===== config.mk =====
export PLATFORM = sky130hd
export DESIGN_NAME = srce_wrap
export DESIGN_NICKNAME = d
export VERILOG_FILES = /design/src/rtl/srce_wrap.sv
export SDC_FILE = /design/constraint.sdc
export NUM_CORES = 1
export LEC_CHECK = 0
export ABC_AREA = 1
export BUFFER_PORTS_ARGS = -buffer_cell sky130_fd_sc_hd__buf_4
export CORE_UTILIZATION = 47
export CTS_CLUSTER_SIZE = 16
export DETAILED_ROUTE_END_ITERATION = 10
export GPL_TIMING_DRIVEN = 1
export PLACE_DENSITY = 0.81
export RECOVER_POWER = 50
export SLEW_MARGIN = 0
export SYNTH_ARGS = -nofsm -noshare
export SYNTH_HDL_FRONTEND = slang
export SYNTH_SLANG_ARGS = --single-unit
export TNS_END_PERCENT = 20

===== constraint.sdc =====
create_clock -name aclk -period 1.73 [get_ports aclk]
set_input_delay 0.0865 -clock aclk [delete_from_list [all_inputs] [get_ports aclk]]
set_output_delay 0.0865 -clock aclk [all_outputs]
set_load 0.02 [all_outputs]

===== src/rtl/srce_wrap.sv =====
// reduces a 30-bit word index modulo the memory depth
// in range it is registered directly, else reduced by reciprocal multiply; no package use
module srce_wrap #(
    parameter int MEM_WORDS = 1024,
    parameter int AW        = 10
) (
    input  logic          aclk,
    input  logic          aresetn,
    input  logic          start,
    input  logic [29:0]   x,
    output logic          done,
    output logic [AW-1:0] r
);

    localparam int RECIP = (2 ** 30) / MEM_WORDS;
    localparam int RW    = $clog2(RECIP + 1);
    localparam int PW    = 30 + RW;
    localparam int MBW   = AW + 1;
    localparam int QMW   = RW + MBW;
    localparam logic [29:0] DEPTH = 30'(MEM_WORDS);

    logic          s1_reg;
    logic          s2_reg;
    logic          done_reg;
    logic [29:0]   x_reg;
    logic [PW-1:0] prod_reg;
    logic [29:0]   qm_reg;
    logic [AW-1:0] r_reg;
    logic [QMW-1:0] qm_full;
    logic [29:0]   diff;
    logic [29:0]   fixed;

    assign qm_full = QMW'(prod_reg[PW-1:30]) * QMW'(MEM_WORDS);
    assign diff    = x_reg - qm_reg;
    assign fixed   = (diff >= DEPTH) ? diff - DEPTH : diff;

    always_ff @(posedge aclk) begin
        if (!aresetn) begin
            s1_reg   <= 1'b0;
            s2_reg   <= 1'b0;
            done_reg <= 1'b0;
        end else begin
            s1_reg   <= start && (x >= DEPTH);
            s2_reg   <= s1_reg;
            done_reg <= (start && (x < DEPTH)) || s2_reg;
        end
    end

    always_ff @(posedge aclk) begin
        if (start) begin
            x_reg    <= x;
            prod_reg <= PW'(x) * PW'(RECIP);
            if (x < DEPTH) begin
                r_reg <= x[AW-1:0];
            end
        end
        if (s1_reg) begin
            qm_reg <= qm_full[29:0];
        end
        if (s2_reg) begin
            r_reg <= fixed[AW-1:0];
        end
    end

    assign done = done_reg;
    assign r    = r_reg;

endmodule


==> impl_metrics.toml <==
[run_status]
status = "complete, no violations"

[layout]
final_nets = 171
area_delta_synth_final_pct = 52.29
post-route-util_pct = 77.66
antennaDiodeCount = 0
drive_gt1_share_pct = 34.31

[setup_path]
crit_path_end_kind = "flop"
r2r_cells = 2
slowest_stage = "nand2_1"
crit_start = "s2_reg"
path_cells = "inv_1 -> nand2_1"
r2r_slack_ns = 0.43
critical_path.max_fanout = 12
start_kind = "flop"
crit_type = "reg2reg"
required_ns = 1.72
worstPathArrival_ns = 1.30
slowest_delay_ns = 0.35
critical_path.endpoint = "r[5]"
timing.rr.start = "s2_reg"
r2r_end = "r[5]"

[pwr]
swShare_pct = 22.25
combPwrFrac_pct = 13.6
vdd_drop_max_mv = 0.5266
clkPwrFrac_pct = 23.9
pwr-share-seq_pct = 62.5
p_switching_w = 0.0002293
internal_power_w = 0.0008014
p_per_area_nw_per_um2 = 752.3
p_leak_nw = 0.6092

[detailed_routing]
via_count = 765
ant_nets = 0
post_drt_wl_per_cell_um = 11.86
drt-total-wl_um = 1921
first_iter_violations = 14
firstDrtPassIters = 4
drt-vias-per-instance = 4.722
drc_errors = 0

[place]
place_hpwl_um = 1357
gp_congestion = 0.6475
portBuffers = 43

[logic_synthesis]
ys_ff_latch = 23
syn_area_per_cell_um2 = 11.25
synth_cell_type_count = 12
syn_area_um2 = 899.6
syn-instance-count = 80
synth_nets = 113
yosysWarningCount = 0
synth-seq-area-share_pct = 73.44

[timing]
finalHoldViolations = 0
rsz0062_at_grt = "no"
fin_skew_ns = 0.0006759
max-slew-margin-rel_pct = 57.87
period_share_pct = 75.33
report.final.slew_viol_count = 0
finalSetupTns_ns = 0
worstMarginPinSlew_ns = 0.6319
setup_viol = 0
fmax_mhz = 767.4
finalCriticalPeriod_ns = 1.303

[clock_network]
cts_buffer_depth = 2
cts_sinks = 23
cts_tree = "built"
cts.htree.levels = 1
clkTransAtPathRegs_ns = 0.12
clock_latency_ns = 0.31
tritoncts.num_buffers = 3
cts-root-buf = "clkbuf_4"
post-cts-setup-buffers = 0

[floorplanning]
die_w_um = 45.75
rows = 15
start_util_pct = 50.99
die_area_um2 = 2093
core_area_um2 = 1764
die_height_um = 45.75
num_io_pins = 44

[grt]
grt_util_all_layers_pct = 20.15
grt_max_degree = 14
grt_pass1_wl_um = 2856
antenna_found_initial = 0
grt_pass1_vias = 705
grt_overflow = 0

[worst_hold_path]
hold_class = "in2reg"

[flow_run]
drv_cap = 0
stage by stage:
stage | area [um^2] | cells | hold WS (ns) | setup WS (ns) | power, W
floorplan | 899.6 | 80 | 0.1800 | 0.6233 | 0.0006975
global placement | 1251 | 147 | 0.2751 | 0.4389 | 0.0007744
detailed placement | 1251 | 147 | 0.2757 | 0.3705 | 0.0007812
CTS | 1389 | 162 | 0.07632 | 0.5465 | 0.001039
global route | 1370 | 162 | 0.1344 | 0.3179 | 0.001072
finish | 1370 | 162 | 0.1209 | 0.4268 | 0.001031
final cells by class:
cell class	instances	area, um^2
clock buffer	3	22.52
clock inverter	1	5.005
fill	136	394.1
inverter	3	11.26
multi-input combinational	52	217.7
sequential	23	660.6
tap	25	31.28
timing repair buffer	55	421.7
cells in the mapped netlist:
cell type	instances	area (um^2)
a21oi_1	1	5.000
a21oi_2	1	8.760
buf_2	2	10.01
dfxtp_1	3	60.06
edfxtp_1	20	600.6
inv_1	2	7.510
inv_2	1	3.750
nand2_1	35	131.4
nand3_1	1	5.000
nand3_2	2	20.02
nor2_1	11	41.29
nor2_2	1	6.260
metal layers:
metal	track usage, %	wire, um
met2	38.86	1066
met1	20.84	710
met4	8.824	40
met3	3.571	103
met5	0	0
cell families (layout without fill, tap and decap cells):
kind of cell           count (synthesis)  after routing  synth area share [%]
AND/OR/NAND/NOR                       50             50                 22.67
flip-flops                            23             23                 73.44
buffers and inverters                  5             62                 2.364
AO/OA/AOI/OAI                          2              2                 1.530
what timing repair did:
item                      in CTS  in global routing
gates resized for setup        0                  0
hold buffers                  11                  0
hold endpoints to repair      11                  0
power by group through the flow:
stage / registers, W / clock network, W / logic, W
after floorplan: 0.000666 / 0 / 0.0000318
final: 0.000644 / 0.000247 / 0.000140
after CTS: 0.000645 / 0.000249 / 0.000145
after global placement: 0.000656 / 0 / 0.000119
after global routing: 0.000647 / 0.000274 / 0.000152
after detailed placement: 0.000657 / 0 / 0.000124
worst max-delay path: cells and delay by family (launching register included):
kind                   cells  cell delay (ns)
AND/OR/NAND/NOR            1             0.35
flip-flops                 1             0.33
buffers and inverters      1             0.30
cell usage in the layout, fill, tap and decap left out:
cell type and count:
a21oi_1 1, a21oi_2 1, buf_4 32, clkbuf_1 5, clkbuf_4 10, clkinv_2 1, dfxtp_1 3, dlygate4sd3_1 11
edfxtp_1 20, inv_1 3, nand2_1 35, nand3_1 1, nand3_2 2, nor2_1 11, nor2_2 1
how the worst min path moves through the flow:
stage	from	depth (start not counted)	slack, ns	endpoint
6_report	x[22]	5	0.12	s1_reg
5_1_grt	x[22]	5	0.13	s1_reg
4_1_cts	start	3	0.08	s1_reg
3_5_place_dp	x[3]	1	0.28	x_reg[3]
3_3_place_gp	x[6]	1	0.28	x_reg[6]
2_1_floorplan	aresetn	2	0.18	s2_reg
Power figures use the tool's default switching activity.
