$ cat src/rtl/srce_pkg.sv
// shared types, command and opcode codes, and immediate helpers for the small risc core
// no dependencies; used by srce_regfile and small_risc_core_execute
package srce_pkg;

    localparam logic [1:0] CMD_WRITE = 2'd0;
    localparam logic [1:0] CMD_STEP  = 2'd1;
    localparam logic [1:0] CMD_READ  = 2'd2;

    localparam logic [6:0] OP_ECALL = 7'd1;
    localparam logic [6:0] OP_ADD   = 7'd2;
    localparam logic [6:0] OP_ADDI  = 7'd3;
    localparam logic [6:0] OP_BEQ   = 7'd4;
    localparam logic [6:0] OP_BLTU  = 7'd5;
    localparam logic [6:0] OP_CALL  = 7'd6;
    localparam logic [6:0] OP_RET   = 7'd7;
    localparam logic [6:0] OP_J     = 7'd8;
    localparam logic [6:0] OP_LI    = 7'd9;
    localparam logic [6:0] OP_LUI   = 7'd10;
    localparam logic [6:0] OP_MV    = 7'd11;
    localparam logic [6:0] OP_LW    = 7'd12;
    localparam logic [6:0] OP_SW    = 7'd13;

    localparam logic [4:0] REG_ZERO = 5'd0;
    localparam logic [4:0] REG_LINK = 5'd1;
    localparam logic [4:0] REG_SP   = 5'd2;
    localparam logic [4:0] REG_ARG0 = 5'd10;
    localparam logic [4:0] REG_ARG1 = 5'd11;

    typedef struct packed {
        logic       en;
        logic [4:0] a_addr;
        logic [4:0] b_addr;
    } rf_rd_t;

    typedef struct packed {
        logic        we;
        logic [4:0]  addr;
        logic [31:0] data;
    } rf_wr_t;

    function automatic logic [31:0] sext12(input logic [31:0] ins);
        return {{20{ins[31]}}, ins[31:20]};
    endfunction

    function automatic logic [31:0] sext20(input logic [31:0] ins);
        return {{12{ins[31]}}, ins[31:12]};
    endfunction

endpackage

$ cat src/rtl/srce_regfile.sv
// 32 x 32 register file memory, two registered read ports and one write port
// per-entry valid bits give the reset contents; depends on srce_pkg
module srce_regfile #(
    parameter int MEM_WORDS = 1024
) (
    input  logic             aclk,
    input  logic             aresetn,
    input  srce_pkg::rf_rd_t rd_req,
    input  srce_pkg::rf_wr_t wr_req,
    output logic [31:0]      a_data,
    output logic [31:0]      b_data
);

    localparam logic [31:0] SP_RESET = 32'(MEM_WORDS * 4);

    logic [31:0] ram [32];
    logic [31:0] valid_reg;

    function automatic logic [31:0] reset_val(input logic [4:0] idx);
        return (idx == srce_pkg::REG_SP) ? SP_RESET : 32'd0;
    endfunction

    always_ff @(posedge aclk) begin
        if (!aresetn) begin
            valid_reg <= '0;
        end else if (wr_req.we && wr_req.addr != srce_pkg::REG_ZERO) begin
            valid_reg[wr_req.addr] <= 1'b1;
        end
    end

    always_ff @(posedge aclk) begin
        if (wr_req.we && wr_req.addr != srce_pkg::REG_ZERO) begin
            ram[wr_req.addr] <= wr_req.data;
        end
        if (rd_req.en) begin
            a_data <= valid_reg[rd_req.a_addr] ? ram[rd_req.a_addr] : reset_val(rd_req.a_addr);
            b_data <= valid_reg[rd_req.b_addr] ? ram[rd_req.b_addr] : reset_val(rd_req.b_addr);
        end
    end

endmodule

$ cat config.mk
export PLATFORM = sky130hd
export DESIGN_NAME = srce_regfile
export DESIGN_NICKNAME = d
export VERILOG_FILES = /design/src/rtl/srce_pkg.sv /design/src/rtl/srce_regfile.sv
export SDC_FILE = /design/constraint.sdc
export NUM_CORES = 1
export LEC_CHECK = 0
export ABC_AREA = 0
export BUFFER_PORTS_ARGS = -buffer_cell sky130_fd_sc_hd__buf_4
export CAP_MARGIN = 30
export CORE_UTILIZATION = 57
export CTS_CLUSTER_DIAMETER = 50
export CTS_CLUSTER_SIZE = 10
export DETAILED_ROUTE_END_ITERATION = 12
export PLACE_DENSITY = 0.77
export REMOVE_ABC_BUFFERS = 1
export SYNTH_ARGS = -nofsm -noshare
export SYNTH_HDL_FRONTEND = slang
export SYNTH_SLANG_ARGS = --single-unit
$ cat constraint.sdc
create_clock -name aclk -period 2.95 [get_ports aclk]
set_input_delay 0.4425 -clock aclk [delete_from_list [all_inputs] [get_ports aclk]]
set_output_delay 0.4425 -clock aclk [all_outputs]
set_load 0.005 [all_outputs]
==> impl_metrics.json, run 1 <==
{
  "clkLatencyLatePin_ns": 0.74,
  "grt_antenna_before_repair": 5,
  "initial_utilization_pct": 57.90,
  "critPathMaxFanout": 8,
  "fp.dieArea_sq_um": 89860,
  "grt_first_pass_wirelength_microns": 203200,
  "cp.arrival_ns": 2.90,
  "areaGrowthSynthToFinish_pct": 15.57,
  "async_flop_share_pct": 0,
  "path_clk_slew_ns": 0.05,
  "cts.repair.resized": 0,
  "worst_clock_skew_ns": 0.02633,
  "synth.avg_cell_area_sq_um": 23.00,
  "actual_transition_at_the_worst_max_transition_pin_ns": 0.7036,
  "critical_path_class": "reg2reg",
  "cts_num_sinks": 1120,
  "yosysWarnings": 0,
  "post-synth-top-area-cell": "sky130_fd_sc_hd__edfxtp_1",
  "die_width_microns": 299.8,
  "final_min_period_over_clock_period_pct": 82.63,
  "detailed_place_hpwl_microns": 78560,
  "num-nets-final": 2524,
  "final-instance-count-excl-fill": 3678,
  "clock.fmax_mhz": 410.3,
  "cap_violations": 0,
  "synth.area.top_cells": "sky130_fd_sc_hd__edfxtp_1 (65%), sky130_fd_sc_hd__mux4_2 (29%), sky130_fd_sc_hd__mux2i_1 (1.6%)",
  "ys_seq_area_share_pct": 65.91,
  "die_y_microns": 299.8,
  "worst_path_largest_cell_delay_ns": 0.50,
  "boundaryPins": 115,
  "ys_ff_latch": 1120,
  "cts_buf_count": 137,
  "std_cell_rows": 108,
  "clock_tree_from_tritoncts": "yes",
  "netlist_area_pre_place_sq_um": 50540,
  "drt-pass1-iter-count": 5,
  "final_common_cell": "sky130_fd_sc_hd__edfxtp_1",
  "final_hold_viol_count": 0,
  "synth-edff-count": 1088,
  "routed_wirelength_microns": 141100,
  "hp-class": "in2reg",
  "slew-limit-headroom_pct": 53.10,
  "largest_register_ff_count": 1024,
  "slowest_stage": "sky130_fd_sc_hd__mux4_2",
  "synth_top_area_share_pct": 64.64,
  "max_flop_register": "ram",
  "layout.cells.most_common_list": "sky130_fd_sc_hd__edfxtp_1 (1088), sky130_fd_sc_hd__mux4_2 (650), sky130_fd_sc_hd__buf_4 (197)",
  "post_cts.repair.setup_buffers": 0,
  "rsz_0062_raised_after_global_routing": "no",
  "avgRoutedWirePerCell_microns": 38.37,
  "cp_common_cell": "sky130_fd_sc_hd__mux4_2",
  "leakagePower_nw": 18.77,
  "clock_path_buffers": 3,
  "drt_iter0_drc": 3969,
  "placed_cells_incl_taps": 3489,
  "post-route-min-period_ns": 2.437,
  "grt_start_max_net_pins": 66,
  "yosysUniqueCellTypes": 37,
  "vias": 27355,
  "final_setup_violating_endpoints": 0,
  "total_grt_usage_pct": 32.48,
  "synthFlopType": "sky130_fd_sc_hd__edfxtp_1",
  "timing.hold.ws_ns": 0.1038,
  "slew_limit_fails": 0,
  "placement.io_buffers": 114,
  "design_area_sq_um": 58410,
  "drc": 0,
  "outcome": "finished, final reports clean",
  "crit_chain": "mux4_2 -> mux4_2 -> mux2i_4 -> buf_4 -> nor2_1",
  "power_density_nw_per_um2": 615.8,
  "critPathRequiredTime_ns": 3.41,
  "cts_hold_buf": 0,
  "worst_ir_drop_vdd_mv": 0.6325,
  "route.detailed.vias_per_inst": 7.437,
  "final_layout_size_suffix_gt1_share_pct": 44.56,
  "synthCells": 2197,
  "grt_overflow_total": 0,
  "gp_routability_congestion": 0.8247,
  "postPlaceCellArea_sq_um": 54450,
  "crit_path_end_kind": "register",
  "clk_root_buffer_cell": "sky130_fd_sc_hd__clkbuf_16",
  "first_global_vias": 28472,
  "cts_htree_levels": 4,
  "route.antenna.remaining_nets": 0,
  "startpoint_types": "register",
  "placeableCoreArea_sq_um": 87290
}
-- final cells by class --
cell class | count | area, sq um
diodes | 3 | 7.507
clock buffers | 159 | 3670
clock inverters | 27 | 287.8
fillers | 5324 | 28880
multi-input cells | 942 | 16750
flip-flops and latches | 1120 | 33310
well taps | 1155 | 1445
repair buffers | 272 | 2943
-- Yosys cell counts, types with 2 or more instances --
cell / count
sky130_fd_sc_hd__mux4_2: 650
sky130_fd_sc_hd__nand3b_1: 6
sky130_fd_sc_hd__nor4_1: 2
sky130_fd_sc_hd__buf_2: 78
sky130_fd_sc_hd__nor2b_1: 5
sky130_fd_sc_hd__buf_4: 15
sky130_fd_sc_hd__a22oi_1: 4
sky130_fd_sc_hd__edfxtp_1: 1088
sky130_fd_sc_hd__nand3_1: 2
sky130_fd_sc_hd__nor3b_1: 2
sky130_fd_sc_hd__a211oi_1: 3
sky130_fd_sc_hd__nor2_1: 97
sky130_fd_sc_hd__buf_1: 17
sky130_fd_sc_hd__and2_1: 2
sky130_fd_sc_hd__o21a_1: 31
sky130_fd_sc_hd__nand2_1: 8
sky130_fd_sc_hd__dfxtp_1: 32
sky130_fd_sc_hd__buf_6: 7
sky130_fd_sc_hd__and3_1: 2
sky130_fd_sc_hd__clkbuf_1: 48
sky130_fd_sc_hd__a21oi_1: 4
sky130_fd_sc_hd__mux2i_1: 79
-- power by group --
part	internal [W]	switching (W)
Sequential	0.0177	0.000126
Combinational	0.00141	0.00141
Clock	0.00907	0.00622
Total	0.0282	0.00776
-- routing by layer --
metal / up-vias / GRT usage, % / routed length (microns)
met3: 364 / 7.587 / 15930
met1: 14624 / 43.61 / 48880
met5: - / 0 / 34
met4: 4 / 14.95 / 6735
li1: 10293 / - / -
met2: 2070 / 51.32 / 69530
-- through the flow --
step           setup WS (ns)  total power, W  util (%)  TNS (ns)
5_1_grt               0.4883         0.03677     66.91         0
2_1_floorplan       -0.07285         0.01947         -  -0.07285
4_1_cts               0.5396         0.03610     66.90         0
3_5_place_dp          0.1206         0.02096     62.37         0
3_3_place_gp          0.1152         0.02088     62.37         0
6_report              0.5126         0.03597     66.91         0
-- final timing paths --
path / startpoint / end / cells past startpoint / slack [ns]
max: valid_reg[2] / a_data[10] / 5 / 0.51
min: wr_req[31] / ram[11][31] / 1 / 0.10
max reg2reg: valid_reg[2] / a_data[10] / 5 / 0.51
min reg2reg: valid_reg[18] / valid_reg[18] / 1 / 0.49
-- critical path, delay by kind of cell, from the launching register on --
kind / cells / cell delay (ns)
multiplexers: 3 / 1.36
flip-flops: 1 / 0.36
buffers and inverters: 1 / 0.33
AND/OR/NAND/NOR: 1 / 0.09
-- cell families (layout without fill, tap and decap cells) --
kind of cell | Yosys count | count (layout) | share of synthesized area, %
mux | 731 | 731 | 30.60
simple gates | 131 | 131 | 1.131
flops | 1120 | 1120 | 65.91
buf+inv | 166 | 458 | 1.664
other cells | 1 | 35 | 0.007420
compound gates | 48 | 48 | 0.6907
No activity file was read; power rests on OpenSTA's default activity.
==> run 2: changes to the inputs <==
--- a/config.mk
+++ b/config.mk
@@ -8,11 +8,11 @@
 export ABC_AREA = 0
 export BUFFER_PORTS_ARGS = -buffer_cell sky130_fd_sc_hd__buf_4
 export CAP_MARGIN = 30
-export CORE_UTILIZATION = 57
+export CORE_UTILIZATION = 63
 export CTS_CLUSTER_DIAMETER = 50
 export CTS_CLUSTER_SIZE = 10
 export DETAILED_ROUTE_END_ITERATION = 12
-export PLACE_DENSITY = 0.77
+export PLACE_DENSITY = 0.8
 export REMOVE_ABC_BUFFERS = 1
 export SYNTH_ARGS = -nofsm -noshare
 export SYNTH_HDL_FRONTEND = slang
==> constraint.sdc (replaced) <==
create_clock -name aclk -period 2.41 [get_ports aclk]
set_input_delay 0.3615 -clock aclk [delete_from_list [all_inputs] [get_ports aclk]]
set_output_delay 0.3615 -clock aclk [all_outputs]
set_load 0.005 [all_outputs]
==> impl_metrics.json, run 2 (synthesized netlist as in run 1, its figures left out) <==
{
  "outcome": "finished, final reports clean",
  "post-route-min-period_ns": 2.245,
  "vias": 28425,
  "grt_first_pass_wirelength_microns": 208300,
  "critPathRequiredTime_ns": 2.98,
  "slowest_stage": "sky130_fd_sc_hd__mux4_2",
  "clock.fmax_mhz": 445.4,
  "boundaryPins": 115,
  "route.antenna.remaining_nets": 0,
  "clkLatencyLatePin_ns": 0.73,
  "cp_common_cell": "sky130_fd_sc_hd__mux4_2",
  "std_cell_rows": 103,
  "detailed_place_hpwl_microns": 82180,
  "path_clk_slew_ns": 0.05,
  "grt_overflow_total": 0,
  "placed_cells_incl_taps": 3458,
  "cts_num_sinks": 1120,
  "worst_path_largest_cell_delay_ns": 0.52,
  "slew-limit-headroom_pct": 40.84,
  "max_flop_register": "ram",
  "total_grt_usage_pct": 36.67,
  "preCtsSetupSlack_ns": -0.2692,
  "worst_clock_skew_ns": 0.02057,
  "critical_path_class": "reg2reg",
  "avgRoutedWirePerCell_microns": 39.53,
  "final_setup_violating_endpoints": 0,
  "rsz_0062_raised_after_global_routing": "no",
  "critPathMaxFanout": 11,
  "layout.cells.most_common_list": "sky130_fd_sc_hd__edfxtp_1 (1088), sky130_fd_sc_hd__mux4_2 (650), sky130_fd_sc_hd__buf_4 (252)",
  "cts_buf_count": 135,
  "cts_hold_buf": 0,
  "final_min_period_over_clock_period_pct": 93.16,
  "first_global_vias": 29881,
  "crit_chain": "mux4_2 -> mux4_2 -> mux2i_4 -> buf_4 -> a211oi_1 -> a21oi_1",
  "worst_ir_drop_vdd_mv": 0.7359,
  "post_cts.repair.setup_buffers": 0,
  "final-instance-count-excl-fill": 3651,
  "placeableCoreArea_sq_um": 79130,
  "drt-pass1-iter-count": 7,
  "gp_routability_congestion": 0.8767,
  "clk_root_buffer_cell": "sky130_fd_sc_hd__clkbuf_16",
  "grt_start_max_net_pins": 40,
  "clock_tree_from_tritoncts": "yes",
  "fillCellCount": 4154,
  "final_layout_size_suffix_gt1_share_pct": 45.84,
  "placement.io_buffers": 114,
  "hp-class": "in2reg",
  "grt_antenna_before_repair": 4,
  "die_width_microns": 285.2,
  "areaGrowthSynthToFinish_pct": 16.48,
  "largest_register_ff_count": 1024,
  "drc": 0,
  "initial_utilization_pct": 63.87,
  "crit_path_end_kind": "register",
  "actual_transition_at_the_worst_max_transition_pin_ns": 0.8854,
  "cap_violations": 0,
  "power_density_nw_per_um2": 737.6,
  "fp.dieArea_sq_um": 81360,
  "critical-path-top-delay-family": "multiplexers",
  "clock_path_buffers": 3,
  "route.detailed.vias_per_inst": 7.786,
  "final_common_cell": "sky130_fd_sc_hd__edfxtp_1",
  "drt_iter0_drc": 4787,
  "slew_limit_fails": 0,
  "cts_htree_levels": 4,
  "die_y_microns": 285.2,
  "final_hold_viol_count": 0,
  "startpoint_types": "register",
  "timing.critical_path.buf_inv": 1,
  "postLayoutSetupSlackWorst_ns": 0.1649,
  "num-nets-final": 2596,
  "routed_wirelength_microns": 144300,
  "cp.arrival_ns": 2.82,
  "cts.repair.resized": 0,
  "leakagePower_nw": 19.09
}
run 2: worst register-to-register path: cells and delay by family, from the launching register on:
family | cells | cell delay, ns
DFF | 1 | 0.34
muxes | 3 | 1.22
buffers and inverters | 1 | 0.31
AOI/OAI and AO/OA | 2 | 0.24
run 2: area by class of cell:
cell class | count | area [sq um] | area share [%]
Timing Repair Buffer | 346 | 3744 | 6.359
Antenna cell | 3 | 7.507 | 0.01275
Tap cell | 1050 | 1314 | 2.232
Multi-Input combinational cell | 942 | 16750 | 28.45
Sequential cell | 1120 | 33310 | 56.59
Clock inverter | 28 | 193.9 | 0.3294
Clock buffer | 162 | 3553 | 6.036
run 2: stage by stage:
step | power, W | setup TNS (ns) | cell area (sq um) | utilization (%) | hold slack (ns)
2_1_floorplan | 0.02383 | -130.03 | 49820 | - | 0.4431
3_3_place_gp | 0.02566 | -9.243 | 55070 | 69.59 | 0.4680
3_5_place_dp | 0.02579 | -10.12 | 55120 | 69.65 | 0.4773
4_1_cts | 0.04352 | 0 | 58860 | 74.39 | 0.005725
5_1_grt | 0.04439 | 0 | 58870 | 74.40 | 0.02482
6_report | 0.04342 | 0 | 58870 | 74.40 | 0.02826
run 2: final timing paths:
| check | from | end | slack (ns) | cells after the start |
|---|---|---|---|---|
| worst max-delay path | valid_reg[31] | a_data[12] | 0.16 | 6 |
| worst min register to register | valid_reg[7] | valid_reg[7] | 0.49 | 1 |
| worst min-delay path | wr_req[15] | ram[2][15] | 0.03 | 1 |
| worst max register to register | valid_reg[31] | a_data[12] | 0.16 | 6 |
run 2: report_power, final:
group          switching (W)  internal (W)  total (W)
clock network        0.00761        0.0103     0.0179
registers           0.000169        0.0217     0.0219
logic                0.00179       0.00181    0.00360
run 2: routing by layer:
| layer | GRT usage (%) | share of wire [%] | vias up |
|---|---|---|---|
| met5 | 0 | 0.024 | - |
| met3 | 10.56 | 13 | 495 |
| li1 | - | - | 10439 |
| met4 | 17.07 | 4.9 | 4 |
| met1 | 49.58 | 33 | 14915 |
| met2 | 56.24 | 48 | 2572 |
